[config.mk]
export PLATFORM = sky130hd
export DESIGN_NAME = piecewise_linear_calibration_core_flat
export DESIGN_NICKNAME = d
export VERILOG_FILES = /design/src/rtl/plc_pkg.sv /design/src/rtl/plc_cmd_if.sv /design/src/rtl/plc_rsp_if.sv /design/src/rtl/plc_ram.sv /design/src/rtl/plc_div.sv /design/src/rtl/piecewise_linear_calibration_core.sv /design/src/flat_wrapper.sv
export SDC_FILE = /design/constraint.sdc
export NUM_CORES = 2
export LEC_CHECK = 0
export ABC_CLOCK_PERIOD_IN_PS = 9830
export CAP_MARGIN = 20
export CORE_ASPECT_RATIO = 0.8
export CORE_MARGIN = 2
export CORE_UTILIZATION = 23
export CTS_BUF_LIST = sky130_fd_sc_hd__clkbuf_16
export DETAILED_ROUTE_END_ITERATION = 7
export DONT_BUFFER_PORTS = 1
export PLACE_DENSITY = 0.43
export SLEW_MARGIN = 15
export SYNTH_ARGS = -nofsm -noshare
export SYNTH_HDL_FRONTEND = slang
export SYNTH_SLANG_ARGS = --single-unit
[constraint.sdc]
create_clock -name clk -period 9.83 [get_ports clk]
set_clock_uncertainty 0.15 [all_clocks]
set_input_delay 0.983 -clock clk [delete_from_list [all_inputs] [get_ports clk]]
set_output_delay 0.983 -clock clk [all_outputs]
set_load 0.05 [all_outputs]
[src/rtl/plc_pkg.sv]
// Shared widths, codes and divider handshake types for the calibration core.
package plc_pkg;

  // Field widths of the transactions.
  localparam int COORD_W   = 16;
  localparam int COUNT_W   = 7;
  localparam int INDEX_W   = 6;
  localparam int VALUE_W   = 32;
  localparam int SLOPE_W   = 40;

  // Action codes of the command channel.
  localparam logic ACT_WRITE = 1'b0;
  localparam logic ACT_QUERY = 1'b1;

  // Divider geometry: a 33-bit magnitude shifted up by 16 fraction bits.
  localparam int DIV_W     = 49;
  localparam int STEP_W    = 6;
  localparam int VAL_STEPS = 49;
  localparam int SLP_STEPS = 32;
  localparam int REM_W     = 16;

  // Request from the sequencer to the divider.
  typedef struct packed {
    logic              start;
    logic [DIV_W-1:0]  dividend;
    logic [STEP_W-1:0] steps;
  } div_req_t;

  // Response from the divider to the sequencer.
  typedef struct packed {
    logic             done;
    logic [DIV_W-1:0] quotient;
  } div_rsp_t;

endpackage

[src/rtl/plc_cmd_if.sv]
// Command channel: point writes and interpolation queries.
interface plc_cmd_if;
  logic                                valid;
  logic                                ready;
  logic                                action;
  logic [plc_pkg::INDEX_W-1:0]         point_index;
  logic signed [plc_pkg::COORD_W-1:0]  expected_value;
  logic signed [plc_pkg::COORD_W-1:0]  recorded_value;
  logic signed [plc_pkg::COORD_W-1:0]  target;

  modport source (output valid, action, point_index, expected_value, recorded_value, target,
                  input ready);
  modport sink   (input valid, action, point_index, expected_value, recorded_value, target,
                  output ready);
endinterface

[src/rtl/plc_rsp_if.sv]
// Response channel: interpolated value and segment slope.
interface plc_rsp_if;
  logic                                valid;
  logic                                ready;
  logic                                valid_res;
  logic signed [plc_pkg::VALUE_W-1:0]  value;
  logic signed [plc_pkg::SLOPE_W-1:0]  slope;

  modport source (output valid, valid_res, value, slope, input ready);
  modport sink   (input valid, valid_res, value, slope, output ready);
endinterface

[src/rtl/plc_ram.sv]
// Generic single-port-write, single-port-read RAM with registered read data.
module plc_ram #(
  parameter int WIDTH = 32,
  parameter int DEPTH = 64
) (
  input  logic                              clk,
  input  logic                              wr_en,
  input  logic [$clog2(DEPTH)-1:0]          wr_addr,
  input  logic [WIDTH-1:0]                  wr_data,
  input  logic                              rd_en,
  input  logic [$clog2(DEPTH)-1:0]          rd_addr,
  output logic [WIDTH-1:0]                  rd_data
);

  logic [WIDTH-1:0] mem [DEPTH];

  // Write port.
  always_ff @(posedge clk) begin
    if (wr_en) begin
      mem[wr_addr] <= wr_data;
    end
  end

  // Registered read port.
  always_ff @(posedge clk) begin
    if (rd_en) begin
      rd_data <= mem[rd_addr];
    end
  end

endmodule

[src/rtl/plc_div.sv]
// Restoring divider, one quotient bit per cycle, unsigned dividend over a 16-bit divisor.
module plc_div (
  input  logic                          clk,
  input  logic                          rst,
  input  plc_pkg::div_req_t             req,
  input  logic [plc_pkg::REM_W-1:0]     divisor,
  output plc_pkg::div_rsp_t             rsp
);

  logic                          busy;
  logic                          done;
  logic [plc_pkg::STEP_W-1:0]    cnt;
  logic [plc_pkg::REM_W-1:0]     rem;
  logic [plc_pkg::DIV_W-1:0]     quo;

  logic [plc_pkg::REM_W:0]       rem_sh;
  logic [plc_pkg::REM_W:0]       rem_sub;
  logic                          fits;

  // One trial subtraction of the divisor from the shifted partial remainder.
  always_comb begin
    rem_sh  = {rem, quo[plc_pkg::DIV_W-1]};
    rem_sub = rem_sh - {1'b0, divisor};
    fits    = (rem_sh >= {1'b0, divisor});
  end

  // Control: step counter and completion pulse.
  always_ff @(posedge clk) begin
    if (rst) begin
      busy <= 1'b0;
      done <= 1'b0;
      cnt  <= '0;
    end else begin
      done <= busy && (cnt == '0);
      if (req.start) begin
        busy <= 1'b1;
        cnt  <= req.steps - plc_pkg::STEP_W'(1);
      end else if (busy) begin
        if (cnt == '0) begin
          busy <= 1'b0;
        end else begin
          cnt <= cnt - plc_pkg::STEP_W'(1);
        end
      end
    end
  end

  // Datapath: the dividend register fills with quotient bits from the bottom.
  always_ff @(posedge clk) begin
    if (req.start) begin
      rem <= '0;
      quo <= req.dividend;
    end else if (busy) begin
      rem <= fits ? rem_sub[plc_pkg::REM_W-1:0] : rem_sh[plc_pkg::REM_W-1:0];
      quo <= {quo[plc_pkg::DIV_W-2:0], fits};
    end
  end

  assign rsp.done     = done;
  assign rsp.quotient = quo;

endmodule

[src/rtl/piecewise_linear_calibration_core.sv]
// Piecewise-linear calibration core: point table, breakpoint scan and fixed-point interpolation.
//
//   Channel  Direction  Handshake      Payload
//   cmd      in         valid/ready    action, point_index, expected_value,
//                                      recorded_value, target
//   rsp      out        valid/ready    valid_res, value, slope
//   cfg      in         cfg_we         cfg_wdata (point_count)
//
// A point write is done in its accept cycle. A query holds the core through the accept cycle,
// a table scan of every point in use through the RAM read port, drain, check, two passes of
// the shared 17x17 multiplier, a sum, the 49 and 32 steps of the shared bit-serial divider,
// and the load of the response. A query with fewer than two points in use goes from the accept
// cycle straight to the response load; one outside the x span goes there after scan, drain and
// check. Reset clears the sequencer, the response valid flag and point_count; the table is not
// cleared. The core takes no new command while a query runs; a finished response waits in its
// own register, new commands are taken while it waits, and a second finished query stalls in
// its last cycle until that register drains.
module piecewise_linear_calibration_core #(
  parameter int MAX_POINTS = 64
) (
  input  logic                             clk,
  input  logic                             rst,
  plc_cmd_if.sink                          cmd,
  plc_rsp_if.source                        rsp,
  input  logic                             cfg_we,
  input  logic [plc_pkg::COUNT_W-1:0]      cfg_wdata
);

  localparam int AW = $clog2(MAX_POINTS);
  localparam int CW = $clog2(MAX_POINTS + 1);
  localparam int CW_ = plc_pkg::COORD_W;

  // Sequencer state codes.
  localparam logic [3:0] S_IDLE   = 4'd0;
  localparam logic [3:0] S_SCAN   = 4'd1;
  localparam logic [3:0] S_DRAIN  = 4'd2;
  localparam logic [3:0] S_CHECK  = 4'd3;
  localparam logic [3:0] S_MUL1   = 4'd4;
  localparam logic [3:0] S_MUL2   = 4'd5;
  localparam logic [3:0] S_SUM    = 4'd6;
  localparam logic [3:0] S_LDV    = 4'd7;
  localparam logic [3:0] S_WAITV  = 4'd8;
  localparam logic [3:0] S_WAITS  = 4'd9;
  localparam logic [3:0] S_FINISH = 4'd10;

  logic [3:0]                     state;
  logic [plc_pkg::COUNT_W-1:0]    point_count;
  logic [AW-1:0]                  scan_cnt;
  logic                           rd_pend;
  logic signed [CW_-1:0]          tgt;
  logic                           lo_found;
  logic                           hi_found;
  logic                           below;
  logic signed [CW_-1:0]          lo_x;
  logic signed [CW_-1:0]          lo_y;
  logic signed [CW_-1:0]          hi_x;
  logic signed [CW_-1:0]          hi_y;
  logic signed [33:0]             prod_a;
  logic signed [33:0]             prod_b;
  logic signed [34:0]             acc;
  logic                           res_valid;
  logic signed [plc_pkg::VALUE_W-1:0] res_value;
  logic signed [plc_pkg::SLOPE_W-1:0] res_slope;
  logic                           rsp_valid;
  logic                           rsp_valid_res;
  logic signed [plc_pkg::VALUE_W-1:0] rsp_value;
  logic signed [plc_pkg::SLOPE_W-1:0] rsp_slope;

  logic [CW-1:0]                  n_used;
  logic [CW-1:0]                  last_idx;
  logic                           cmd_acc;
  logic                           wr_en;
  logic [AW-1:0]                  wr_addr;
  logic                           rd_en;
  logic [2*CW_-1:0]               rd_data;
  logic signed [CW_-1:0]          rd_x;
  logic signed [CW_-1:0]          rd_y;
  logic signed [16:0]             dx_full;
  logic signed [16:0]             tdiff_full;
  logic signed [16:0]             dy;
  logic [16:0]                    dy_abs;
  logic signed [16:0]             mul_a;
  logic signed [16:0]             mul_b;
  logic signed [33:0]             mul_p;
  logic [34:0]                    acc_abs;
  logic                           load_rsp;
  logic [plc_pkg::VALUE_W-1:0]    q_val;
  logic [plc_pkg::SLOPE_W-1:0]    q_slp;
  plc_pkg::div_req_t              div_req;
  plc_pkg::div_rsp_t              div_rsp;

  // Points in use, limited to the table depth.
  always_comb begin
    if (32'(point_count) > 32'(MAX_POINTS)) begin
      n_used = CW'(MAX_POINTS);
    end else begin
      n_used = CW'(point_count);
    end
    last_idx = n_used - CW'(1);
  end

  // Command handshake and table write.
  assign cmd.ready = (state == S_IDLE);
  assign cmd_acc   = cmd.valid && cmd.ready;
  assign wr_en     = cmd_acc && (cmd.action == plc_pkg::ACT_WRITE) &&
                     (32'(cmd.point_index) < 32'(MAX_POINTS));
  assign wr_addr   = AW'(32'(cmd.point_index));
  assign rd_en     = (state == S_SCAN);

  plc_ram #(
    .WIDTH (2 * CW_),
    .DEPTH (MAX_POINTS)
  ) u_table (
    .clk     (clk),
    .wr_en   (wr_en),
    .wr_addr (wr_addr),
    .wr_data ({cmd.expected_value, cmd.recorded_value}),
    .rd_en   (rd_en),
    .rd_addr (scan_cnt),
    .rd_data (rd_data)
  );

  assign rd_x = rd_data[2*CW_-1:CW_];
  assign rd_y = rd_data[CW_-1:0];

  // Segment differences; dx and the target offset are never negative on a valid segment.
  always_comb begin
    dx_full    = {hi_x[CW_-1], hi_x} - {lo_x[CW_-1], lo_x};
    tdiff_full = {tgt[CW_-1], tgt} - {lo_x[CW_-1], lo_x};
    dy         = {hi_y[CW_-1], hi_y} - {lo_y[CW_-1], lo_y};
    dy_abs     = dy[16] ? (17'd0 - dy) : dy;
  end

  // Shared multiplier: y_lo * dx first, then dy * (target - x_lo).
  always_comb begin
    if (state == S_MUL1) begin
      mul_a = {lo_y[CW_-1], lo_y};
      mul_b = {1'b0, dx_full[15:0]};
    end else begin
      mul_a = dy;
      mul_b = {1'b0, tdiff_full[15:0]};
    end
    mul_p = mul_a * mul_b;
  end

  assign acc_abs = acc[34] ? (35'd0 - acc) : acc;

  // Divider requests: value dividend from the numerator, slope dividend from dy.
  always_comb begin
    div_req = '0;
    if (state == S_LDV) begin
      div_req.start    = 1'b1;
      div_req.dividend = {acc_abs[32:0], 16'd0};
      div_req.steps    = plc_pkg::STEP_W'(plc_pkg::VAL_STEPS);
    end else if ((state == S_WAITV) && div_rsp.done) begin
      div_req.start    = 1'b1;
      div_req.dividend = {dy_abs[15:0], 16'd0, 17'd0};
      div_req.steps    = plc_pkg::STEP_W'(plc_pkg::SLP_STEPS);
    end
  end

  plc_div u_div (
    .clk     (clk),
    .rst     (rst),
    .req     (div_req),
    .divisor (dx_full[15:0]),
    .rsp     (div_rsp)
  );

  // Signed results from the unsigned quotients, truncated toward zero.
  always_comb begin
    q_val = div_rsp.quotient[plc_pkg::VALUE_W-1:0];
    if (acc[34]) begin
      q_val = plc_pkg::VALUE_W'(0) - q_val;
    end
    q_slp = {8'd0, div_rsp.quotient[31:0]};
    if (dy[16]) begin
      q_slp = plc_pkg::SLOPE_W'(0) - q_slp;
    end
  end

  assign load_rsp = (state == S_FINISH) && (!rsp_valid || rsp.ready);

  // Configuration register.
  always_ff @(posedge clk) begin
    if (rst) begin
      point_count <= '0;
    end else if (cfg_we) begin
      point_count <= cfg_wdata;
    end
  end

  // Sequencer.
  always_ff @(posedge clk) begin
    if (rst) begin
      state    <= S_IDLE;
      scan_cnt <= '0;
      rd_pend  <= 1'b0;
    end else begin
      case (state)
        S_IDLE: begin
          rd_pend <= 1'b0;
          if (cmd_acc && (cmd.action == plc_pkg::ACT_QUERY)) begin
            scan_cnt <= '0;
            if (n_used < CW'(2)) begin
              state <= S_FINISH;
            end else begin
              state <= S_SCAN;
            end
          end
        end
        S_SCAN: begin
          rd_pend  <= 1'b1;
          scan_cnt <= scan_cnt + AW'(1);
          if (scan_cnt == last_idx[AW-1:0]) begin
            state <= S_DRAIN;
          end
        end
        S_DRAIN: begin
          rd_pend <= 1'b0;
          state   <= S_CHECK;
        end
        S_CHECK: begin
          if (below && hi_found) begin
            state <= S_MUL1;
          end else begin
            state <= S_FINISH;
          end
        end
        S_MUL1:  state <= S_MUL2;
        S_MUL2:  state <= S_SUM;
        S_SUM:   state <= S_LDV;
        S_LDV:   state <= S_WAITV;
        S_WAITV: begin
          if (div_rsp.done) begin
            state <= S_WAITS;
          end
        end
        S_WAITS: begin
          if (div_rsp.done) begin
            state <= S_FINISH;
          end
        end
        S_FINISH: begin
          if (load_rsp) begin
            state <= S_IDLE;
          end
        end
        default: state <= S_IDLE;
      endcase
    end
  end

  // Breakpoint tracking over the scanned points; a later equal x replaces the earlier one.
  always_ff @(posedge clk) begin
    if (cmd_acc) begin
      tgt      <= cmd.target;
      lo_found <= 1'b0;
      hi_found <= 1'b0;
      below    <= 1'b0;
    end else if (rd_pend) begin
      if (rd_x <= tgt) begin
        if (!lo_found || (rd_x >= lo_x)) begin
          lo_found <= 1'b1;
          lo_x     <= rd_x;
          lo_y     <= rd_y;
        end
        if (rd_x < tgt) begin
          below <= 1'b1;
        end
      end else begin
        if (!hi_found || (rd_x <= hi_x)) begin
          hi_found <= 1'b1;
          hi_x     <= rd_x;
          hi_y     <= rd_y;
        end
      end
    end
  end

  // Arithmetic datapath and result registers.
  always_ff @(posedge clk) begin
    if (cmd_acc) begin
      res_valid <= 1'b0;
      res_value <= '0;
      res_slope <= '0;
    end
    case (state)
      S_CHECK: begin
        if (below && hi_found) begin
          res_valid <= 1'b1;
        end
      end
      S_MUL1:  prod_a <= mul_p;
      S_MUL2:  prod_b <= mul_p;
      S_SUM:   acc    <= {prod_a[33], prod_a} + {prod_b[33], prod_b};
      S_WAITV: begin
        if (div_rsp.done) begin
          res_value <= q_val;
        end
      end
      S_WAITS: begin
        if (div_rsp.done) begin
          res_slope <= q_slp;
        end
      end
      default: begin
      end
    endcase
  end

  // Response output register.
  always_ff @(posedge clk) begin
    if (rst) begin
      rsp_valid <= 1'b0;
    end else if (load_rsp) begin
      rsp_valid <= 1'b1;
    end else if (rsp.ready) begin
      rsp_valid <= 1'b0;
    end
  end

  always_ff @(posedge clk) begin
    if (load_rsp) begin
      rsp_valid_res <= res_valid;
      rsp_value     <= res_value;
      rsp_slope     <= res_slope;
    end
  end

  assign rsp.valid     = rsp_valid;
  assign rsp.valid_res = rsp_valid_res;
  assign rsp.value     = rsp_value;
  assign rsp.slope     = rsp_slope;

endmodule

[src/flat_wrapper.sv]
// flat-port wrapper written by rule: the top's interface ports become plain ports
module piecewise_linear_calibration_core_flat 
#(
  parameter int MAX_POINTS = 64
)
  (clk, rst, cfg_we, cfg_wdata, cmd_valid, cmd_action, cmd_point_index, cmd_expected_value, cmd_recorded_value, cmd_target, cmd_ready, rsp_valid, rsp_valid_res, rsp_value, rsp_slope, rsp_ready);
  plc_cmd_if cmd_i ();
  plc_rsp_if rsp_i ();
  input  logic clk;
  input  logic rst;
  input  logic cfg_we;
  input  logic [plc_pkg::COUNT_W-1:0] cfg_wdata;
  input wire logic [$bits(cmd_i.valid)-1:0] cmd_valid;
  input wire logic [$bits(cmd_i.action)-1:0] cmd_action;
  input wire logic [$bits(cmd_i.point_index)-1:0] cmd_point_index;
  input wire logic [$bits(cmd_i.expected_value)-1:0] cmd_expected_value;
  input wire logic [$bits(cmd_i.recorded_value)-1:0] cmd_recorded_value;
  input wire logic [$bits(cmd_i.target)-1:0] cmd_target;
  output wire logic [$bits(cmd_i.ready)-1:0] cmd_ready;
  output wire logic [$bits(rsp_i.valid)-1:0] rsp_valid;
  output wire logic [$bits(rsp_i.valid_res)-1:0] rsp_valid_res;
  output wire logic [$bits(rsp_i.value)-1:0] rsp_value;
  output wire logic [$bits(rsp_i.slope)-1:0] rsp_slope;
  input wire logic [$bits(rsp_i.ready)-1:0] rsp_ready;
  assign cmd_i.valid = cmd_valid;
  assign cmd_i.action = cmd_action;
  assign cmd_i.point_index = cmd_point_index;
  assign cmd_i.expected_value = cmd_expected_value;
  assign cmd_i.recorded_value = cmd_recorded_value;
  assign cmd_i.target = cmd_target;
  assign cmd_ready = cmd_i.ready;
  assign rsp_valid = rsp_i.valid;
  assign rsp_valid_res = rsp_i.valid_res;
  assign rsp_value = rsp_i.value;
  assign rsp_slope = rsp_i.slope;
  assign rsp_i.ready = rsp_ready;
  piecewise_linear_calibration_core #(.MAX_POINTS(MAX_POINTS)) u_core (.clk(clk), .rst(rst), .cmd(cmd_i), .rsp(rsp_i), .cfg_we(cfg_we), .cfg_wdata(cfg_wdata));
endmodule
-- Yosys cells after proc, flatten, opt, wreduce, memory -nomap -nowiden
Memories as Yosys holds them, arrays and structs flattened. A register that Yosys moved wholly into a read port is not among the register bits.
Cells that the tools add are included.
- memories: 1
- word-level logic and storage cells: 139
- register bits after elaboration: 424
- bits of input ports: 67
- bits in writable memories: 2048
- output and inout port bits: 75
- memories (memory ; depth ; width ; rd ports ; clocked after memory_dff ; wr ports ; RTL line ; text):
    u_core.u_table.mem ; 64 ; 32 ; 1 ; 1 ; 1 ; plc_ram.sv:15 ; logic [WIDTH-1:0] mem [DEPTH];
- multiplexer cells: 42
- reductions and logical operators: 28
- eq/ne operators: 17
- bitwise gates (word level): 3
- $mul: 1
- order comparisons: 7
- add/sub/neg operators: 13
- operator list (kind ; count):
    40-bit 2-to-1 mux ; 4
    32-bit 2-to-1 mux ; 4
    56-bit 2-to-1 mux ; 2
    49-bit 2-to-1 mux ; 2
    16-bit 2-to-1 mux ; 3
    16-bit subtractor ; 3
    4-bit case mux with 11 select lines ; 1
    34-bit by 34-bit adder with 35-bit output ; 1
    17-bit by 17-bit multiplier with 34-bit output ; 1
    33-bit 2-to-1 mux ; 1
    1-bit by 32-bit subtractor with 33-bit output (first input constant) ; 1
    1-bit by 33-bit subtractor with 33-bit output (first input constant) ; 1
    16-bit <= comparator ; 2
    1-bit by 32-bit subtractor with 32-bit output (first input constant) ; 1
    4-bit 2-to-1 mux ; 7
    6-bit 2-to-1 mux ; 4
    6-bit by 1-bit subtractor with 6-bit output (second input constant) ; 3
    17-bit by 16-bit greater-or-equal comparator with 1-bit output ; 1
    17-bit 2-to-1 mux ; 1
    16-bit by 16-bit subtractor with 17-bit output ; 1
    4-bit by 3-bit equality test with 1-bit output (second input constant) ; 4
    16-bit greater-or-equal comparator ; 1
    16-bit < comparator ; 1
    1-bit by 16-bit subtractor with 16-bit output (first input constant) ; 1
    25 further kinds ; 60

-- Depth between registers and ports, before layout
- depth after elaboration: 7
- mapped depth: 36
- gate-level depth less buffers: 34

-- By module
Synthesis repeated with hierarchy kept, for this count alone.
- cells, all modules: 6708
- area, all modules: 112411.6 um^2
- modules (own cells, without submodules) (module ; cells each ; sequential area each (um^2) ; instances ; area an instance (um^2)):
    plc_ram ; 3324 ; 62459.9 ; 1 ; 78835.6
    piecewise_linear_calibration_core ; 3001 ; 9559.2 ; 1 ; 29308.1
    plc_div ; 383 ; 1951.9 ; 1 ; 4267.8

-- Worst setup path after synthesis
No wires, ideal clock.
- path type: register to register
- from: register u_core.state[2]
- to: register u_core.prod_a[33], data pin
- stages on the path, launching flop included: 30
- setup time: 0.264 ns
- data required time: 9.416 ns
- arrival time: 8.258 ns
- path buffers: 5
- setup slack: 1.158 ns
- clock period less this slack: 8.672 ns
- path through: dfxtp_1 -> nand2b_1 -> nand2b_1 -> clkbuf_1 -> inv_1 -> clkbuf_1 -> clkbuf_1 -> buf_1 -> o21ai_1 -> nand2_1 -> fa_1 -> fa_1 -> fa_1 -> inv_1 -> fa_1 -> fa_1 -> inv_1 -> fa_1 -> inv_1 -> ha_1 -> clkbuf_1 -> nand3_1 -> nand2_1 -> a21oi_1 -> nor4b_1 -> a21oi_1 -> a2111oi_0 -> o21bai_1 -> a21oi_1 -> xnor2_1
- word-level cells in the longest chain between the ends: 3
- elaborated cells on any way between the ends: 4
- those cells by class: 1 x mul; 1 x eq/ne; 2 x mux
- RTL lines (what ; RTL line ; text):
    start, declared ; piecewise_linear_calibration_core.sv:46 ; logic [3:0] state;
    start signal, assigned ; piecewise_linear_calibration_core.sv:196 ; state <= S_IDLE;
    start signal, assigned ; piecewise_linear_calibration_core.sv:206 ; state <= S_FINISH;
    start signal, assigned ; piecewise_linear_calibration_core.sv:208 ; state <= S_SCAN;
    4-bit by 3-bit equality test with 1-bit output (*) ; piecewise_linear_calibration_core.sv:136 ; if (state == S_MUL1) begin
    17-bit 2-to-1 mux / 16-bit 2-to-1 mux (equally long branches) ; piecewise_linear_calibration_core.sv:136 ;
    17-bit by 17-bit multiplier with 34-bit output (*) ; piecewise_linear_calibration_core.sv:143 ; mul_p = mul_a * mul_b;
    net u_core.mul_p[33] ; piecewise_linear_calibration_core.sv:84 ; logic signed [33:0] mul_p;
    end signal, assigned ; piecewise_linear_calibration_core.sv:294 ; S_MUL1: prod_a <= mul_p;
    end, declared ; piecewise_linear_calibration_core.sv:58 ; logic signed [33:0] prod_a;
Mark *: on every way through the listed nets, which the timed path passes. The rest lies on a longest branch.
A chain may end at the register's enable or synchronous reset.

-- Worst setup path in the final report
- from: register u_core.hi_y[6]
- to: register u_core.prod_a[33], data pin
- word-level cells in the longest chain between the ends: 3
- RTL lines (what ; RTL line ; text):
    start, declared ; piecewise_linear_calibration_core.sv:57 ; logic signed [CW_-1:0] hi_y;
    start signal, assigned ; piecewise_linear_calibration_core.sv:275 ; hi_y <= rd_y;
    16-bit by 16-bit subtractor with 17-bit output ; piecewise_linear_calibration_core.sv:130 ; dy = {hi_y[CW_-1], hi_y} - {lo_y[CW_-1], lo_y};
    17-bit 2-to-1 mux ; piecewise_linear_calibration_core.sv:136 ;
    17-bit by 17-bit multiplier with 34-bit output ; piecewise_linear_calibration_core.sv:143 ;
    net u_core.mul_p[33] ; piecewise_linear_calibration_core.sv:84 ;
The timed path passes the listed nets, and every way through them passes these cells.

==> qor.yml <==
worst_setup_path:
  r2r-start: "u_core.hi_y[6]"
  timing.critical_path.mode_cell: "fa_1"
  slowest_stage: "fa_1"
  reg2reg_to: "u_core.prod_a[33]"
  reg2reg_depth: 30
  reg2reg_slack_ns: 0.66
  cpPeakStageDelay_ns: 0.56
  worstSetupStartpointType: "register"
  cp-end-kind: "register"
  cp.required_ns: 10.20
  worst_ep_arrival_time_ns: 9.54
  critPathKind: "reg2reg"
  path_max_fanout: 11
floorplanning:
  ios: 142
  rows: 228
  core-area_um2: 482000
  start_util_pct: 23.1
  fp.dieH_um: 626
  die_w_um: 782
  die-area_um2: 490000
sta:
  setup_viol: 0
  max_freq_mhz: 109
  fin_crit_sh_pct: 93.3
  worst_hold_slack_ns: 0.0628
  min_period_ns: 9.17
  rsz0062_at_grt: "no"
  tns_ns: 0
  tightest_slew_ns: 1.11
  finalMaxSlewViolations: 0
  relSlewSlack_pct: 25.9
  finalHoldViolations: 0
cells_and_area:
  area_growth_pct: 16.2
  fin_area_um2: 129000
  final_cell_mix: "2384 x edfxtp_1, 657 x mux4_2, 506 x inv_1"
  nets: 7170
  final_common_cell: "edfxtp_1"
  drive_gt1_share_pct: 19.4
  fillers: 48500
grt:
  grtUsageTotal_pct: 13.1
  grt_pass1_wl_um: 463000
  grt_max_degree: 117
  antenna_found_initial: 47
  grt_pass1_vias: 60700
  grt-ovfl-total: 0
placed_design:
  dpl.hpwl_um: 192000
  routabilityCongestion: 0.825
  port_buffers: 0
  placed_area_um2: 120000
min_path:
  hold_class: "in2reg"
  hp-start: "cmd_expected_value[12]"
  hold_depth: 0
  holdPathEnd: "u_core.u_table.mem[58][28]"
clock_network:
  cts_sinks: 2503
  tritoncts: "yes"
  clk_latency_ns: 0.86
  cts_buffer_depth: 4
  root_buffer: "clkbuf_16"
  numCtsBuffers: 274
  clk_pin_slew_worst_paths_ns: 0.06
  h-tree-depth: 5
run_status:
  status: "complete, no violations"
route:
  final_antenna_net_count: 0
  drc_errors: 0
  first_pass_iters: 5
  drtIter0Drc: 4844
  vias: 58700
  vias_per_cell: 4.43
  wl_per_cell_um: 24.8
  wl_um: 329000
logic_synthesis:
  synth_cell_types: 79
  synth_top_flop_cell: "edfxtp_1"
  synthCells: 6355
  yosys_warnings: 0
  synth_compound_area_share_pct: 3.61
  syn_area_um2: 111000
  yosys.area_share.xor_xnor_pct: 1.77
  synth_top_family_by_area: "multiplexers"
  synthAdderAreaFrac_pct: 7.77
  syn_avg_cell_area_um2: 17.5
  syn-num-nets: 6943
  ys_async_sr_fraction_pct: 0
  seq_area_frac_synth_pct: 66.4
  synth_mux_area_share_pct: 13.9
  yosys.area_share.simple_pct: 4.11
  ys_seq_elements: 2503
  synth_edf_count: 2384
flow_run:
  drv_cap: 0
[through the flow]
stage | setup slack [ns] | util [%] | std cells
2_1_floorplan | 1.16 | - | 6355
3_3_place_gp | 0.761 | 24.9 | 12700
3_5_place_dp | 0.744 | 24.9 | 12700
4_1_cts | 0.687 | 26.8 | 13200
5_1_grt | 0.106 | 26.8 | 13200
6_report | 0.659 | 26.9 | 13300
[worst max-delay path: cells and delay by family (launching register included)]
kind | cells | cell delay [ns]
and+or+nand+nor | 4 | 0.59
DFF | 1 | 0.37
xor gates and xnor gates | 2 | 0.31
AOI/OAI and AO/OA | 12 | 3.43
buffers and inverters | 4 | 0.22
adders and majority gates | 8 | 3.76
[layer usage]
metal | vias up | global-route usage [%] | part of all wire (%)
met4 | 10 | 3.45 | 2.7
li1 | 25100 | - | -
met3 | 437 | 2.49 | 5.7
met2 | 1630 | 21.1 | 46
met1 | 31600 | 18.3 | 46
met5 | - | 0 | 0.019
[layout make-up]
cell class	instances	area (um2)	area share, %
Multi-Input combinational cell	3128	35200	27.2
Sequential cell	2503	74000	57.2
Clock buffer	277	6930	5.35
Inverter	457	1720	1.33
Clock inverter	199	1530	1.18
Antenna cell	32	80.1	0.0619
Tap cell	6440	8060	6.22
Timing Repair Buffer	218	1940	1.50
[worst max path at each step]
stage | startpoint | to | slack (ns) | cells after the start
floorplan | u_core.state[2] | u_core.prod_a[33] | 1.16 | 29
global placement | u_core.lo_y[6] | u_core.prod_a[33] | 0.76 | 31
detailed placement | u_core.hi_x[0] | u_core.prod_a[33] | 0.74 | 31
CTS | u_core.lo_y[0] | u_core.prod_a[32] | 0.69 | 30
global route | u_core.lo_y[6] | u_core.prod_b[33] | 0.11 | 31
finish | u_core.hi_y[6] | u_core.prod_a[33] | 0.66 | 30
[state kept, by name, indices dropped and copies added (netlist names), 32 cells and up]
name	flops
u_core.res_slope	40
u_core.res_value	32
u_core.prod_b	34
u_core.rsp.slope	40
u_core.u_table.rd_data	32
u_core.u_table.mem	2048
u_core.acc	34
u_core.rsp.value	32
u_core.u_div.quo	49
u_core.prod_a	34
[what timing repair did]
action | CTS | global route
setup buffers | 0 | 0
hold buffers | 52 | 4
hold endpoints to repair | 380 | 20
resized for setup | 0 | 0
[cell usage after synthesis, drive strengths merged (10+ instances only)]
master,n,share of area (%)
nand2,392,1.3
nand3,59,0.27
nor2b,40,0.22
a31oi,16,0.090
nand2b,29,0.16
nand4,27,0.15
nor4,13,0.073
or3,23,0.13
a21oi,139,0.62
a21o,66,0.44
a211oi,15,0.10
o21bai,10,0.067
o21ai,237,1.1
o211ai,10,0.067
o21a,42,0.28
dfxtp,119,2.1
a22oi,14,0.094
and3,20,0.11
mux4,657,13
ha,237,2.7
xnor2,112,0.88
clkbuf,207,0.70
mux2i,43,0.39
nor2,300,1.0
nor3,38,0.17
o31ai,24,0.16
fa,284,5.1
or4,13,0.094
o41ai,17,0.15
inv,456,1.5
edfxtp,2384,64
and2,15,0.084
mux2,19,0.19
buf,60,0.22
or2,17,0.096
xor2,113,0.89
[cell families after synthesis]
group	count (synthesis)
flip-flops	2503
AND/OR/NAND/NOR	1014
buffers and inverters	724
multiplexers	719
AO/OA/AOI/OAI	649
adder cells (fa/ha/maj)	521
XOR/XNOR	225
Power is not shown: default switching activity piles up to over one toggle a cycle in this logic, so the estimate is an artifact.
